$ cat config.mk
export PLATFORM = sky130hd
export DESIGN_NAME = shb_ofifo
export DESIGN_NICKNAME = d
export VERILOG_FILES = /design/src/hdl/shb_pkg.sv /design/src/hdl/shb_ofifo.sv
export SDC_FILE = /design/constraint.sdc
export NUM_CORES = 1
export LEC_CHECK = 0
export ABC_AREA = 0
export CAP_MARGIN = 5
export CORE_ASPECT_RATIO = 1.4
export CORE_MARGIN = 3
export CORE_UTILIZATION = 52
export DETAILED_ROUTE_END_ITERATION = 16
export DONT_BUFFER_PORTS = 1
export PLACE_DENSITY = 0.67
export REMOVE_ABC_BUFFERS = 1
export SLEW_MARGIN = 20
export SYNTH_ARGS = -nofsm -noshare
export SYNTH_HDL_FRONTEND = slang
export SYNTH_SLANG_ARGS = --single-unit
export TNS_END_PERCENT = 5
$ cat constraint.sdc
create_clock -name i_clk -period 8.8 [get_ports i_clk]
set_clock_uncertainty 0.2 [all_clocks]
set_input_delay 0.88 -clock i_clk [delete_from_list [all_inputs] [get_ports i_clk]]
set_output_delay 0.88 -clock i_clk [all_outputs]
set_load 0.02 [all_outputs]
$ cat src/hdl/shb_pkg.sv
// Package for the sample histogram binner.
// Holds opcodes, register indexes, fixed field widths and the types shared by the modules.
// No dependencies.
`timescale 1ns / 1ps
`default_nettype none

package shb_pkg;

    // Field widths fixed by the interface
    localparam int OP_W      = 2;
    localparam int SAMPLE_W  = 16;
    localparam int IDX_W     = 10;
    localparam int CNT_W     = 32;
    localparam int SCALE_W   = 32;
    localparam int ACT_W     = 11;
    localparam int CFG_IDX_W = 2;
    localparam int CFG_DAT_W = 32;

    // Product of a 17-bit difference and a 33-bit signed scale, and its integer part
    localparam int FRAC_W = 24;
    localparam int PROD_W = SAMPLE_W + 1 + SCALE_W + 1;
    localparam int BIN_W  = PROD_W - FRAC_W;

    // Result queue
    localparam int OQ_DEPTH = 8;
    localparam int OQ_PTR_W = $clog2(OQ_DEPTH);
    localparam int OQ_OCC_W = $clog2(OQ_DEPTH + 1);

    // Opcodes
    localparam logic [OP_W-1:0] OP_ADD   = 2'd0;
    localparam logic [OP_W-1:0] OP_READ  = 2'd1;
    localparam logic [OP_W-1:0] OP_CLEAR = 2'd2;

    // Register indexes
    localparam logic [CFG_IDX_W-1:0] CFG_MIN_VALUE   = 2'd0;
    localparam logic [CFG_IDX_W-1:0] CFG_BIN_SCALE   = 2'd1;
    localparam logic [CFG_IDX_W-1:0] CFG_ACTIVE_BINS = 2'd2;

    localparam logic [CNT_W-1:0] CNT_FULL = '1;

    // Lookup request leaving the mapping stage
    typedef struct packed {
        logic             vld;
        logic [OP_W-1:0]  op;
        logic             hit;     // add that lands inside the active bins
        logic             rd_ok;   // read of a bin that exists
        logic             last;
        logic [IDX_W-1:0] idx;     // reported bin index
    } t_req;

    // One result item
    typedef struct packed {
        logic             landed;
        logic [IDX_W-1:0] bin_index;
        logic [CNT_W-1:0] bin_count;
        logic [CNT_W-1:0] max_count;
        logic             block_hit;
    } t_result;

endpackage

`default_nettype wire

$ cat src/hdl/shb_ofifo.sv
// Result queue between the update stage and the output stream.
// Depends on shb_pkg.
`timescale 1ns / 1ps
`default_nettype none

module shb_ofifo (
    input  wire logic           i_clk,
    input  wire logic           i_rst_n,
    input  wire logic           i_push,
    input  wire shb_pkg::t_result i_data,
    input  wire logic           i_pop,
    output logic                o_valid,
    output shb_pkg::t_result    o_data
);

    shb_pkg::t_result                r_mem [shb_pkg::OQ_DEPTH];
    logic [shb_pkg::OQ_PTR_W-1:0]    r_wp;
    logic [shb_pkg::OQ_PTR_W-1:0]    r_rp;
    logic [shb_pkg::OQ_OCC_W-1:0]    r_cnt;
    logic                            pop;

    assign o_valid = (r_cnt != '0);
    assign o_data  = r_mem[r_rp];
    assign pop     = i_pop && o_valid;

    // Store entries; space is guaranteed by the input credit
    always_ff @(posedge i_clk) begin
        if (i_push) begin
            r_mem[r_wp] <= i_data;
        end
    end

    // Advance pointers and fill level
    always_ff @(posedge i_clk) begin
        if (!i_rst_n) begin
            r_wp  <= '0;
            r_rp  <= '0;
            r_cnt <= '0;
        end else begin
            if (i_push) begin
                r_wp <= r_wp + shb_pkg::OQ_PTR_W'(1);
            end
            if (pop) begin
                r_rp <= r_rp + shb_pkg::OQ_PTR_W'(1);
            end
            r_cnt <= r_cnt + shb_pkg::OQ_OCC_W'(i_push) - shb_pkg::OQ_OCC_W'(pop);
        end
    end

endmodule

`default_nettype wire

# Word level (Yosys, flattened, before mapping)
# Memories as Yosys holds them, arrays and structs flattened. A register that Yosys moved wholly into a read port is not among the register bits.
# Cells that the tools add are included.
# Widths: inputs -> output; s select.
# classes
addsub,4
n_mux,4
n_reduce_logical,2
# ops
op,count
$add 3x1->3 const B,2
$mux 3,2
$add 4x1->4,1
$reduce_bool 4->1,1
$sub 4x1->4,1
$mux 1,2
$logic_and 1x1->1,1
# word_totals
regBits,10
mem_bits_rw,608
in_bits,80
wordCells,14
memories,1
# memory_table
name,depth,word_bits,rd,rd_clocked_by_memory_dff,write_ports,line_no,rtl
r_mem,8,76,1,1,1,shb_ofifo.sv:16,shb_pkg::t_result r_mem [shb_pkg::OQ_DEPTH];

# Depth between registers and ports, before layout
# logic_depth
ltp_word,4
depth_mapped,10

# Worst setup path before layout
# Ideal clock, no wire load.
# synth_path
kind,in2reg
start,in i_push
end,mem r_mem[0][0] (netlist bit) (enable)
setup_time_ns,0.604
t_arrival_ns,6.129
required_ns,7.996
slack_ns,1.868
path_stages,2
cell_sequence,nand2b_1 > nor3_1
# synth_between
elab_chain_len,2
# synth_lines
item,line_no,rtl
start: declaration,shb_ofifo.sv:9,"input wire logic i_push,"
$mux 1,shb_ofifo.sv:28,if (i_push) begin
$mux 1 (implied by the code),shb_ofifo.sv:29,r_mem[r_wp] <= i_data;
end: declaration,shb_ofifo.sv:16,
# Every way passes these cells.

==> run_summary.xml <==
<?xml version="1.0" encoding="UTF-8"?>
<metrics>
  <group name="status">
    <metric name="outcome" unit="">finished clean</metric>
  </group>
  <group name="finish">
    <metric name="n_antenna_cell" unit="">0</metric>
    <metric name="num-fill-cells" unit="">3071</metric>
    <metric name="layout-drive-gt1-share" unit="">0.3268</metric>
    <metric name="areaGrowthSynthToFinish" unit="%">10.31</metric>
    <metric name="finish.instance_area" unit="mm2">0.02587</metric>
    <metric name="post_layout_net_count" unit="">1071</metric>
  </group>
  <group name="power_and_ir_drop">
    <metric name="cellLeakagePower" unit="nW">7.838</metric>
    <metric name="vdd_drop_max" unit="mV">0.1515</metric>
    <metric name="powerDensity" unit="mW/mm2">253.4</metric>
  </group>
  <group name="critical_path">
    <metric name="worst_ep_arrival_time" unit="ns">3.79</metric>
    <metric name="cp_data_required_time" unit="ns">7.72</metric>
    <metric name="critical_path_peak_fanout" unit="">64</metric>
    <metric name="worstSetupPathType" unit="">reg2out</metric>
    <metric name="path_cells" unit="">buf_4 &gt; buf_4 &gt; mux4_2 &gt; mux2_2</metric>
    <metric name="cpMaxStageDelayCell" unit="">sky130_fd_sc_hd__dfxtp_4</metric>
    <metric name="endpoint_kind" unit="">output port</metric>
    <metric name="critical-path-top-cell-by-count" unit="">sky130_fd_sc_hd__buf_4</metric>
    <metric name="slowest_delay" unit="ns">0.82</metric>
    <metric name="worst-path-buf-inv" unit="">2</metric>
    <metric name="crit_path_start_kind" unit="">flip-flop</metric>
    <metric name="timing.critical_path.max_delay_family" unit="">buffers and inverters</metric>
  </group>
  <group name="synth">
    <metric name="synth_seq_cells" unit="">621</metric>
    <metric name="synth_cell_types" unit="">25</metric>
    <metric name="syn_avg_cell_area" unit="um2">24.69</metric>
    <metric name="yosys.area.top_type" unit="">sky130_fd_sc_hd__edfxtp_1</metric>
    <metric name="synth-async-reset-ratio" unit="">0</metric>
    <metric name="synth.yosys.warnings" unit="">0</metric>
    <metric name="yosysMostFrequentCell" unit="">sky130_fd_sc_hd__edfxtp_1</metric>
    <metric name="synth-seq-area-share" unit="">0.7896</metric>
    <metric name="synth_top_area_frac" unit="">0.7785</metric>
    <metric name="synthFlopType" unit="">sky130_fd_sc_hd__edfxtp_1</metric>
    <metric name="synth.top_cells.by_count" unit="">sky130_fd_sc_hd__edfxtp_1 (608), sky130_fd_sc_hd__mux4_2 (152), sky130_fd_sc_hd__mux2_2 (76)</metric>
    <metric name="ys_top_cells_by_area" unit="">sky130_fd_sc_hd__edfxtp_1 (78%), sky130_fd_sc_hd__mux4_2 (15%), sky130_fd_sc_hd__mux2_2 (3.6%), sky130_fd_sc_hd__dfxtp_1 (1.1%), sky130_fd_sc_hd__buf_6 (0.43%)</metric>
    <metric name="synthCells" unit="">950</metric>
    <metric name="synth-edff-count" unit="">608</metric>
    <metric name="synthesis.area" unit="mm2">0.02345</metric>
  </group>
  <group name="placement">
    <metric name="dp_worst_setup_slack" unit="ns">4.473</metric>
    <metric name="place_area" unit="mm2">0.02413</metric>
    <metric name="dp_hpwl" unit="um">21700</metric>
    <metric name="io_buffers" unit="">0</metric>
    <metric name="place.gp.congestion" unit="">0.6931</metric>
  </group>
  <group name="sta">
    <metric name="transition_at_the_pin_with_the_smallest_max_transition_slack" unit="ns">0.9369</metric>
    <metric name="hold_violation_total_from_the_final_report" unit="">0</metric>
    <metric name="fmax" unit="GHz">0.2054</metric>
    <metric name="setup_repair_after_global_routing_missed_its_margin" unit="">false</metric>
    <metric name="timing.slew.headroom" unit="">0.3754</metric>
    <metric name="setup_total_negative_slack" unit="ns">0</metric>
    <metric name="part_of_the_cycle_the_worst_path_needs" unit="">0.5531</metric>
    <metric name="setup_violations" unit="">0</metric>
    <metric name="report.final.slew_viol_count" unit="">0</metric>
    <metric name="min_cycle_time_layout" unit="ns">4.867</metric>
    <metric name="finalWorstSetupSlack" unit="ns">3.933</metric>
  </group>
  <group name="floorplanning">
    <metric name="die_w" unit="um">185.5</metric>
    <metric name="die_area" unit="mm2">0.04772</metric>
    <metric name="initial_core_utilization" unit="">0.5295</metric>
    <metric name="io_pins" unit="">157</metric>
    <metric name="fp.dieH" unit="um">257.3</metric>
    <metric name="core.rowCount" unit="">91</metric>
    <metric name="core-area" unit="mm2">0.04429</metric>
  </group>
  <group name="route">
    <metric name="first_iter_violations" unit="">663</metric>
    <metric name="num_vias" unit="">9567</metric>
    <metric name="vias_per_instance" unit="">6.032</metric>
    <metric name="drcViolationCount" unit="">0</metric>
    <metric name="wl_per_cell" unit="um">26.80</metric>
    <metric name="drt-total-wl" unit="um">42500</metric>
    <metric name="drt.antenna.violating_nets" unit="">0</metric>
    <metric name="detail_route.first_pass.iterations" unit="">4</metric>
  </group>
  <group name="job">
    <metric name="drv.max_cap_violation_count" unit="">0</metric>
  </group>
  <group name="cts">
    <metric name="cts_setup_buffers" unit="">0</metric>
    <metric name="clock_tree.buffer_depth" unit="">3</metric>
    <metric name="cts.root.buffer_cell" unit="">sky130_fd_sc_hd__clkbuf_16</metric>
    <metric name="cts.reportedPaths.clkPinSlew" unit="ns">0.06</metric>
    <metric name="tritoncts_clock_tree" unit="">built</metric>
    <metric name="cts_resized" unit="">0</metric>
    <metric name="cts-buffers-inserted" unit="">55</metric>
    <metric name="cts_max_level" unit="">2</metric>
    <metric name="worstSkewPairLatency" unit="ns">0.58</metric>
    <metric name="numClockSinks" unit="">621</metric>
    <metric name="cts.hold.buffers_added" unit="">0</metric>
  </group>
  <group name="global_route">
    <metric name="grt.overflow.total" unit="">0</metric>
    <metric name="globalRouteTotalUtil" unit="">0.1825</metric>
    <metric name="grt_antenna_before_repair" unit="">0</metric>
    <metric name="grt_max_degree" unit="">110</metric>
    <metric name="grt_pass1_vias" unit="">10430</metric>
    <metric name="global_route_wire_length_before_repair" unit="um">64240</metric>
  </group>
  <group name="min_path">
    <metric name="type_of_the_worst_min_delay_path" unit="">in2reg</metric>
  </group>
</metrics>
==> logic make-up (layout without fill, tap and decap cells) <==
group           Yosys count  count (layout)  synth area share
flops                   621             621            0.7896
compound gates            2               2         0.0005334
simple gates             33              33          0.007043
xor+xnor                  3               3          0.001121
mux                     237             237            0.1863
fa+ha+maj                 7               7          0.004055
buf+inv                  47             125           0.01131
==> sequential cells by signal, summed over array words and instances (netlist names), named ones only <==
register  count
r_cnt         4
r_rp          3
r_mem       608
r_wp          3
==> metal layers <==
metal | up-vias | track usage | wire length (um)
met2 | 231 | 0.3171 | 22400
met4 | 0 | 0.04254 | 699
met5 | - | 0 | 0
met3 | 56 | 0.04992 | 2809
met1 | 5171 | 0.2304 | 16590
li1 | 4109 | - | -
==> worst register-to-register path, delay by kind of cell (launching register included) <==
family	cells	cell delay [ns]
flip-flops	1	0.32
buffers and inverters	2	1.27
AND/OR/NAND/NOR	2	0.45
==> area by class of cell <==
class                   count  area (um2)  share of cell area
clock buffers              75        1534             0.05930
clock inverters            26       206.4            0.007981
inverters                   4       15.01           0.0005804
multi-input cells         282        4723              0.1826
flip-flops and latches    621       18530              0.7163
well taps                 558       698.2             0.02699
repair buffers             20       162.7            0.006288
==> final timing paths <==
path              startpoint      endpoint  slack [ns]  cells past startpoint
hold reg to reg      r_rp[2]     flip-flop        0.29                      2
setup / recovery   flip-flop    o_data[23]        3.93                      4
hold / removal    i_data[73]  r_mem[3][73]        0.19                      0
setup reg to reg     r_wp[2]  r_mem[0][17]        6.11                      4
==> cell usage in the layout (no fill, tap or decap), drive strengths merged <==
cell,count
nand2,9
or3b,1
and2,4
edfxtp,608
bufinv,3
nor2b,2
ha,6
a21o,1
nor3,2
clkbuf,75
dfxtp,13
clkinvlp,5
nand2b,6
buf,20
nand3,1
or2,1
mux2,76
a21oi,1
xnor2,2
mux4,152
xor2,1
clkinv,18
fa,1
mux2i,9
inv,4
nor2,7
==> power by group <==
group | internal (mW) | switching, mW
Clock | 1.30 | 0.988
Sequential | 3.34 | 0.0799
Combinational | 0.382 | 0.464
==> through the flow <==
stage	utilization	instances	total power [mW]	hold slack, ns
floorplan	-	907	4.243	0.2555
global placement	0.5448	1485	4.341	0.2615
detailed placement	0.5448	1485	4.351	0.2751
CTS	0.5841	1586	6.643	0.1577
global route	0.5841	1586	6.792	0.1614
finish	0.5841	1586	6.556	0.1905
Note: power is estimated with default switching activity, not from simulation.
