### config.mk
export PLATFORM = sky130hd
export DESIGN_NAME = shb_map
export DESIGN_NICKNAME = d
export VERILOG_FILES = /design/src/hdl/shb_pkg.sv /design/src/hdl/shb_map.sv
export SDC_FILE = /design/constraint.sdc
export NUM_CORES = 1
export LEC_CHECK = 0
export BUFFER_PORTS_ARGS = -buffer_cell sky130_fd_sc_hd__buf_2
export CAP_MARGIN = 5
export CORE_ASPECT_RATIO = 1.1
export CORE_MARGIN = 4
export CORE_UTILIZATION = 58
export CTS_CLUSTER_DIAMETER = 40
export DETAILED_ROUTE_END_ITERATION = 10
export HOLD_SLACK_MARGIN = 0.08
export PLACE_DENSITY = 0.76
export SETUP_SLACK_MARGIN = 0.5
export SLEW_MARGIN = 20
export SYNTH_ARGS = -nofsm -noshare
export SYNTH_HDL_FRONTEND = slang
export SYNTH_SLANG_ARGS = --single-unit
### constraint.sdc
create_clock -name i_clk -period 10.4 [get_ports i_clk]
set_clock_uncertainty 0.2 [all_clocks]
set_input_delay 2.08 -clock i_clk [delete_from_list [all_inputs] [get_ports i_clk]]
set_output_delay 2.08 -clock i_clk [all_outputs]
set_load 0.03 [all_outputs]
### src/hdl/shb_pkg.sv
// Package for the sample histogram binner.
// Holds opcodes, register indexes, fixed field widths and the types shared by the modules.
// No dependencies.
`timescale 1ns / 1ps
`default_nettype none

package shb_pkg;

    // Field widths fixed by the interface
    localparam int OP_W      = 2;
    localparam int SAMPLE_W  = 16;
    localparam int IDX_W     = 10;
    localparam int CNT_W     = 32;
    localparam int SCALE_W   = 32;
    localparam int ACT_W     = 11;
    localparam int CFG_IDX_W = 2;
    localparam int CFG_DAT_W = 32;

    // Product of a 17-bit difference and a 33-bit signed scale, and its integer part
    localparam int FRAC_W = 24;
    localparam int PROD_W = SAMPLE_W + 1 + SCALE_W + 1;
    localparam int BIN_W  = PROD_W - FRAC_W;

    // Result queue
    localparam int OQ_DEPTH = 8;
    localparam int OQ_PTR_W = $clog2(OQ_DEPTH);
    localparam int OQ_OCC_W = $clog2(OQ_DEPTH + 1);

    // Opcodes
    localparam logic [OP_W-1:0] OP_ADD   = 2'd0;
    localparam logic [OP_W-1:0] OP_READ  = 2'd1;
    localparam logic [OP_W-1:0] OP_CLEAR = 2'd2;

    // Register indexes
    localparam logic [CFG_IDX_W-1:0] CFG_MIN_VALUE   = 2'd0;
    localparam logic [CFG_IDX_W-1:0] CFG_BIN_SCALE   = 2'd1;
    localparam logic [CFG_IDX_W-1:0] CFG_ACTIVE_BINS = 2'd2;

    localparam logic [CNT_W-1:0] CNT_FULL = '1;

    // Lookup request leaving the mapping stage
    typedef struct packed {
        logic             vld;
        logic [OP_W-1:0]  op;
        logic             hit;     // add that lands inside the active bins
        logic             rd_ok;   // read of a bin that exists
        logic             last;
        logic [IDX_W-1:0] idx;     // reported bin index
    } t_req;

    // One result item
    typedef struct packed {
        logic             landed;
        logic [IDX_W-1:0] bin_index;
        logic [CNT_W-1:0] bin_count;
        logic [CNT_W-1:0] max_count;
        logic             block_hit;
    } t_result;

endpackage

`default_nettype wire

### src/hdl/shb_map.sv
// Mapping stages: input register, scale multiply, bin decision and lookup request.
// Depends on shb_pkg.
`timescale 1ns / 1ps
`default_nettype none

module shb_map #(
    parameter int BINS = 1024
) (
    input  wire logic                          i_clk,
    input  wire logic                          i_rst_n,
    input  wire logic                          i_acc,
    input  wire logic [shb_pkg::OP_W-1:0]      i_op,
    input  wire logic [shb_pkg::SAMPLE_W-1:0]  i_sample,
    input  wire logic [shb_pkg::IDX_W-1:0]     i_ridx,
    input  wire logic                          i_last,
    input  wire logic [shb_pkg::SAMPLE_W-1:0]  i_min_value,
    input  wire logic [shb_pkg::SCALE_W-1:0]   i_bin_scale,
    input  wire logic [shb_pkg::ACT_W-1:0]     i_active_bins,
    output shb_pkg::t_req                      o_req,
    output logic      [$clog2(BINS)-1:0]       o_addr
);

    localparam int AW = $clog2(BINS);
    localparam logic [shb_pkg::BIN_W-1:0] BINS_C = shb_pkg::BIN_W'(BINS);

    // Stage A: accepted item
    logic                           r_a_vld;
    logic [shb_pkg::OP_W-1:0]       r_a_op;
    logic [shb_pkg::SAMPLE_W-1:0]   r_a_sample;
    logic [shb_pkg::IDX_W-1:0]      r_a_ridx;
    logic                           r_a_last;

    // Stage B: product
    logic                           r_b_vld;
    logic [shb_pkg::OP_W-1:0]       r_b_op;
    logic signed [shb_pkg::PROD_W-1:0] r_b_prod;
    logic [shb_pkg::IDX_W-1:0]      r_b_ridx;
    logic                           r_b_last;

    logic signed [shb_pkg::SAMPLE_W:0]   diff;
    logic signed [shb_pkg::PROD_W-1:0]   n_prod;
    logic [shb_pkg::BIN_W-1:0]           bin;
    logic [shb_pkg::BIN_W-1:0]           act_ext;
    logic [shb_pkg::BIN_W-1:0]           lim;
    logic                                add_hit;
    logic                                rd_ok;

    always_ff @(posedge i_clk) begin
        if (!i_rst_n) begin
            r_a_vld <= 1'b0;
            r_b_vld <= 1'b0;
        end else begin
            r_a_vld <= i_acc;
            r_b_vld <= r_a_vld;
        end
    end

    // Capture the transaction, then the scaled offset
    always_ff @(posedge i_clk) begin
        r_a_op     <= i_op;
        r_a_sample <= i_sample;
        r_a_ridx   <= i_ridx;
        r_a_last   <= i_last;
        r_b_op     <= r_a_op;
        r_b_prod   <= n_prod;
        r_b_ridx   <= r_a_ridx;
        r_b_last   <= r_a_last;
    end

    // Offset from the lower edge times bins per unit
    always_comb begin
        diff   = $signed({r_a_sample[shb_pkg::SAMPLE_W-1], r_a_sample})
               - $signed({i_min_value[shb_pkg::SAMPLE_W-1], i_min_value});
        n_prod = shb_pkg::PROD_W'(diff) * shb_pkg::PROD_W'($signed({1'b0, i_bin_scale}));
    end

    // Floor to a bin and check it against the active range
    always_comb begin
        bin     = r_b_prod[shb_pkg::PROD_W-1:shb_pkg::FRAC_W];
        act_ext = shb_pkg::BIN_W'(i_active_bins);
        lim     = (act_ext > BINS_C) ? BINS_C : act_ext;
        add_hit = (r_b_op == shb_pkg::OP_ADD) && !r_b_prod[shb_pkg::PROD_W-1] && (bin < lim);
        rd_ok   = (r_b_op == shb_pkg::OP_READ) && (shb_pkg::BIN_W'(r_b_ridx) < BINS_C);
    end

    always_comb begin
        o_req.vld   = r_b_vld;
        o_req.op    = r_b_op;
        o_req.hit   = add_hit;
        o_req.rd_ok = rd_ok;
        o_req.last  = r_b_last;
        if (r_b_op == shb_pkg::OP_READ) begin
            o_req.idx = r_b_ridx;
            o_addr    = AW'(r_b_ridx);
        end else begin
            o_req.idx = add_hit ? bin[shb_pkg::IDX_W-1:0] : '0;
            o_addr    = bin[AW-1:0];
        end
    end

endmodule

`default_nettype wire

# After elaboration in Yosys (flattened, before gate mapping)
# Cells that the tools add are included.
classes:
  n_lt_le_gt_ge: 2
  muxes: 4
  reduce_logical: 4
  n_mul: 1
  n_eq_ne: 1
  addsub: 1
op_table:
  columns: ["cell", "n"]
  rows:
  - ["$mul A17 B33 Y50", 1]
  - ["$mux W10", 3]
  - ["$lt A26 B11 Y1", 1]
  - ["$sub A16 B16 Y17", 1]
  - ["$gt A11 B11 Y1 const B", 1]
  - ["$mux W11", 1]
  - ["$eq A2 B1 Y1 const B", 1]
  - ["$logic_and A1 B1 Y1", 2]
  - ["$logic_not A2 Y1", 1]
  - ["$logic_not A1 Y1", 1]
totals:
  output_inout_bits: 26
  in_bits: 91
  regBits: 94
  elab_cells: 23

# Logic depth before layout (Yosys ltp)
depth:
  ltp_word: 6
  mapped_depth: 35
  mapped_depth_nobuf: 34

# Worst setup path after synthesis
# Ideal clock, no wire load.
synth_path:
  path_kind: "input-to-reg"
  startpoint: "input port i_min_value[0] (netlist bit)"
  endpoint: "register r_b_prod[40] (netlist bit)"
  setup_slack_ns: 0.916
  arrival_time_ns: 9.158
  stages: 33
  setup_time_ns: 0.127
  path_cell_list: "ha_1 fa_1 nor2b_1 o21ai_1 a21boi_1 o21ai_2 a21boi_2 or2_1 a21oi_1 o311ai_2 buf_2 nand2_1 fa_1 inv_1 fa_1 inv_1 fa_1 inv_1 fa_1 fa_1 inv_1 fa_1 inv_1 ha_1 a21o_1 a21o_1 a211oi_1 o211ai_1 o221ai_2 nand2b_1 a31oi_1 o21ai_0 xor2_1"
synth_between:
  elab_chain_len: 2
synth_rtl:
  columns: ["element", "line", "rtl"]
  rows:
  - ["start: declaration", "shb_map.sv:16", "input wire logic [shb_pkg::SAMPLE_W-1:0] i_min_value,"]
  - ["$sub A16 B16 Y17", "shb_map.sv:73", "- $signed({i_min_value[shb_pkg::SAMPLE_W-1], i_min_value});"]
  - ["$mul A17 B33 Y50", "shb_map.sv:74", "n_prod = shb_pkg::PROD_W'(diff) * shb_pkg::PROD_W'($signed({1'b0, i_bin_scale}));"]
  - ["net n_prod, one bit", "shb_map.sv:41", "logic signed [shb_pkg::PROD_W-1:0] n_prod;"]
  - ["end signal: assignment", "shb_map.sv:65", "r_b_prod <= n_prod;"]
  - ["end: declaration", "shb_map.sv:36", "logic signed [shb_pkg::PROD_W-1:0] r_b_prod;"]
# The timed path passes the listed nets, and every way through them passes these cells.
# A chain may end at the register's enable or synchronous reset.

# Final worst setup path
layout_path:
  startpoint: "input port i_min_value[2] (netlist bit)"
  endpoint: "register r_b_prod[47] (netlist bit)"
# The elaborated chain is that of the path after synthesis.

==> metrics <==
status completed; Placer Congestion 1.01; via count 15,600; Worst-Margin Slew 0.864 ns; crit start category primary input; Die Wd 185 um; # fillers 2,704; Synth cell types 60; async set-reset flop share out of synthesis 0; Clock Latency Late Sink 0.35 ns; WL final 53,200 um; dpl cell area 21,100 um^2; most used cell, CP fa_1; CTS Buf Count 9; antenna violations before repair 0; fin crit share 0.941; slowest cell on the critical path fa_1; Critical Path AT 9.82 ns; share of cells above drive strength 1 0.119; max cap viols 0; crit path max fanout 13; CP endpoint kind register; syn avg cell area 8.85 um^2; Hold Worst Slack 0.127 ns; synth warn 0; WL per Instance 19.1 um; ant diodes 0; first-pass GRT wire length 85,800 um; Synth Instances 2,253; cell area after layout 22,100 um^2; Critical Path RT 10.44 ns; largest net degree at the start of global routing 33; CTS H-tree depth 3; PortBufs 116; Tightest Hold Check Type reg2reg; Core Region 33,600 um^2; gr ovfl total 0; Area growth syn-to-layout 11.0%; Starting Density 0.593; Slew Viols, Final 0; clk sink count 70; dominant synthesized flop cell dfxtp_1; commonest non-fill, non-tap cells in the layout 563 x inv_1, 445 x fa_1, 356 x nand2_1; final count of hold timing violations 0; drt pass-1 iters 5; fmax 102 MHz; sequential area share after synthesis 0.0703; Ports 117; HPWL after detailed placement 40,600 um; Synth area leader fa_1; die area 37,400 um^2; pre-CTS WS -0.0150 ns; DRC 0; Cell Area, Synth 19,900 um^2; Overall Global Routing Usage 0.290; CTS tree yes; CP Class in2reg; post-synth top area share 0.451; Period minus WS final 9.78 ns; vias per cell 5.61; worst setup margin 0.617 ns; row count 70; CTS root buf clkbuf_16; Routed Antenna Nets 0; Final Core Density 0.658; CTS clock-pin slew for the worst setup and hold paths 0.06 ns; commonest non-fill, non-tap cell in the layout inv_1; slowest cell delay on critical path 0.54 ns; Final Net Count 3,073; top post-synthesis cells by area fa_1 45%, ha_1 11%, inv_1 11%; CTS Buffer Depth 2; max_slew headroom 0.424; vias in the first global route 17,500; DR iter-0 viols 1,037; die height 202 um; Post-synth EDFFs 0; Post-CTS Hold Buffers 0; flops & latches, synth 70; Final setup viols 0; Syn Nets 2,973; RSZ-0062 raised after global routing yes
## final timing paths
| path | endpoint | slack (ns) | cells past startpoint | start |
|---|---|---|---|---|
| worst max-delay path | r_b_prod[47] | 0.62 | 33 | i_min_value[2] |
| worst min-delay path | r_b_last | 0.13 | 0 | r_a_last |
| worst max register to register | r_b_prod[49] | 2.07 | 33 | r_a_sample[0] |
| worst min register to register | r_b_last | 0.13 | 0 | r_a_last |
## synthesized netlist by cell type, types with 5 or more instances
| master | number |
|---|---|
| xor2_1 | 10 |
| a22o_1 | 10 |
| nor2_1 | 50 |
| o21a_1 | 10 |
| nor3_1 | 11 |
| and3_1 | 29 |
| xnor2_1 | 24 |
| o211ai_1 | 5 |
| and2_1 | 103 |
| a21o_1 | 24 |
| nor2b_1 | 66 |
| dfxtp_1 | 70 |
| inv_1 | 565 |
| o21bai_1 | 5 |
| nand2_1 | 358 |
| a21oi_1 | 54 |
| nand3_1 | 19 |
| nand4_1 | 10 |
| o21ai_0 | 24 |
| buf_2 | 18 |
| mux2_2 | 10 |
| fa_1 | 449 |
| o21ai_1 | 10 |
| nand2b_1 | 14 |
| ha_1 | 180 |
| clkbuf_1 | 71 |
## layer usage
layer,vias up,global-route usage,share of wire
li1,6841,-,-
met1,7939,0.333,0.34
met2,661,0.526,0.52
met3,204,0.0323,0.070
met4,0,0.154,0.064
met5,-,0,0
## final cells by class
class / count / area [um^2] / area share
Sequential cell: 70 / 1400 / 0.0633
Multi-Input combinational cell: 1525 / 16500 / 0.744
Inverter: 566 / 2120 / 0.0960
Clock buffer: 9 / 225 / 0.0102
Tap cell: 432 / 541 / 0.0244
Timing Repair Buffer: 181 / 1290 / 0.0581
Clock inverter: 7 / 80.1 / 0.00362
## cells by family after synthesis
logic type / synth area share
buffers and inverters: 0.126
AND/OR/NAND/NOR: 0.162
flip-flops: 0.0703
XOR/XNOR: 0.0149
adder cells (fa/ha/maj): 0.564
multiplexers: 0.00565
AO/OA/AOI/OAI: 0.0570
## critical path, delay by kind of cell
kind	cells	cell delay [ns]
compound gates	9	1.79
xor+xnor	1	0.13
fa+ha+maj	8	3.51
buf+inv	8	0.83
simple gates	7	1.51
## what timing repair did
| item | in CTS | in global routing |
|---|---|---|
| hold endpoints to repair | 0 | 0 |
| buffers inserted | 0 | 22 |
| resized for setup | 4 | 80 |
| gates cloned | 0 | 8 |
| pin swaps | 0 | 42 |
| setup endpoints to repair | 5 | 21 |
## through the flow
step / cells / TNS, ns
2_1_floorplan: 2253 / 0
3_3_place_gp: 2744 / 0
3_5_place_dp: 2744 / -0.0150
4_1_cts: 2760 / 0
5_1_grt: 2790 / 0
6_report: 2790 / 0
## state kept, by name, indices dropped and copies added (netlist names), 2 cells and up
signal / cells
r_a_sample: 16
r_a_op: 2
r_b_ridx: 10
r_b_prod: 26
r_b_op: 2
r_a_ridx: 10
Power is not shown: default switching activity piles up to over one toggle a cycle in this logic, so the estimate is an artifact.
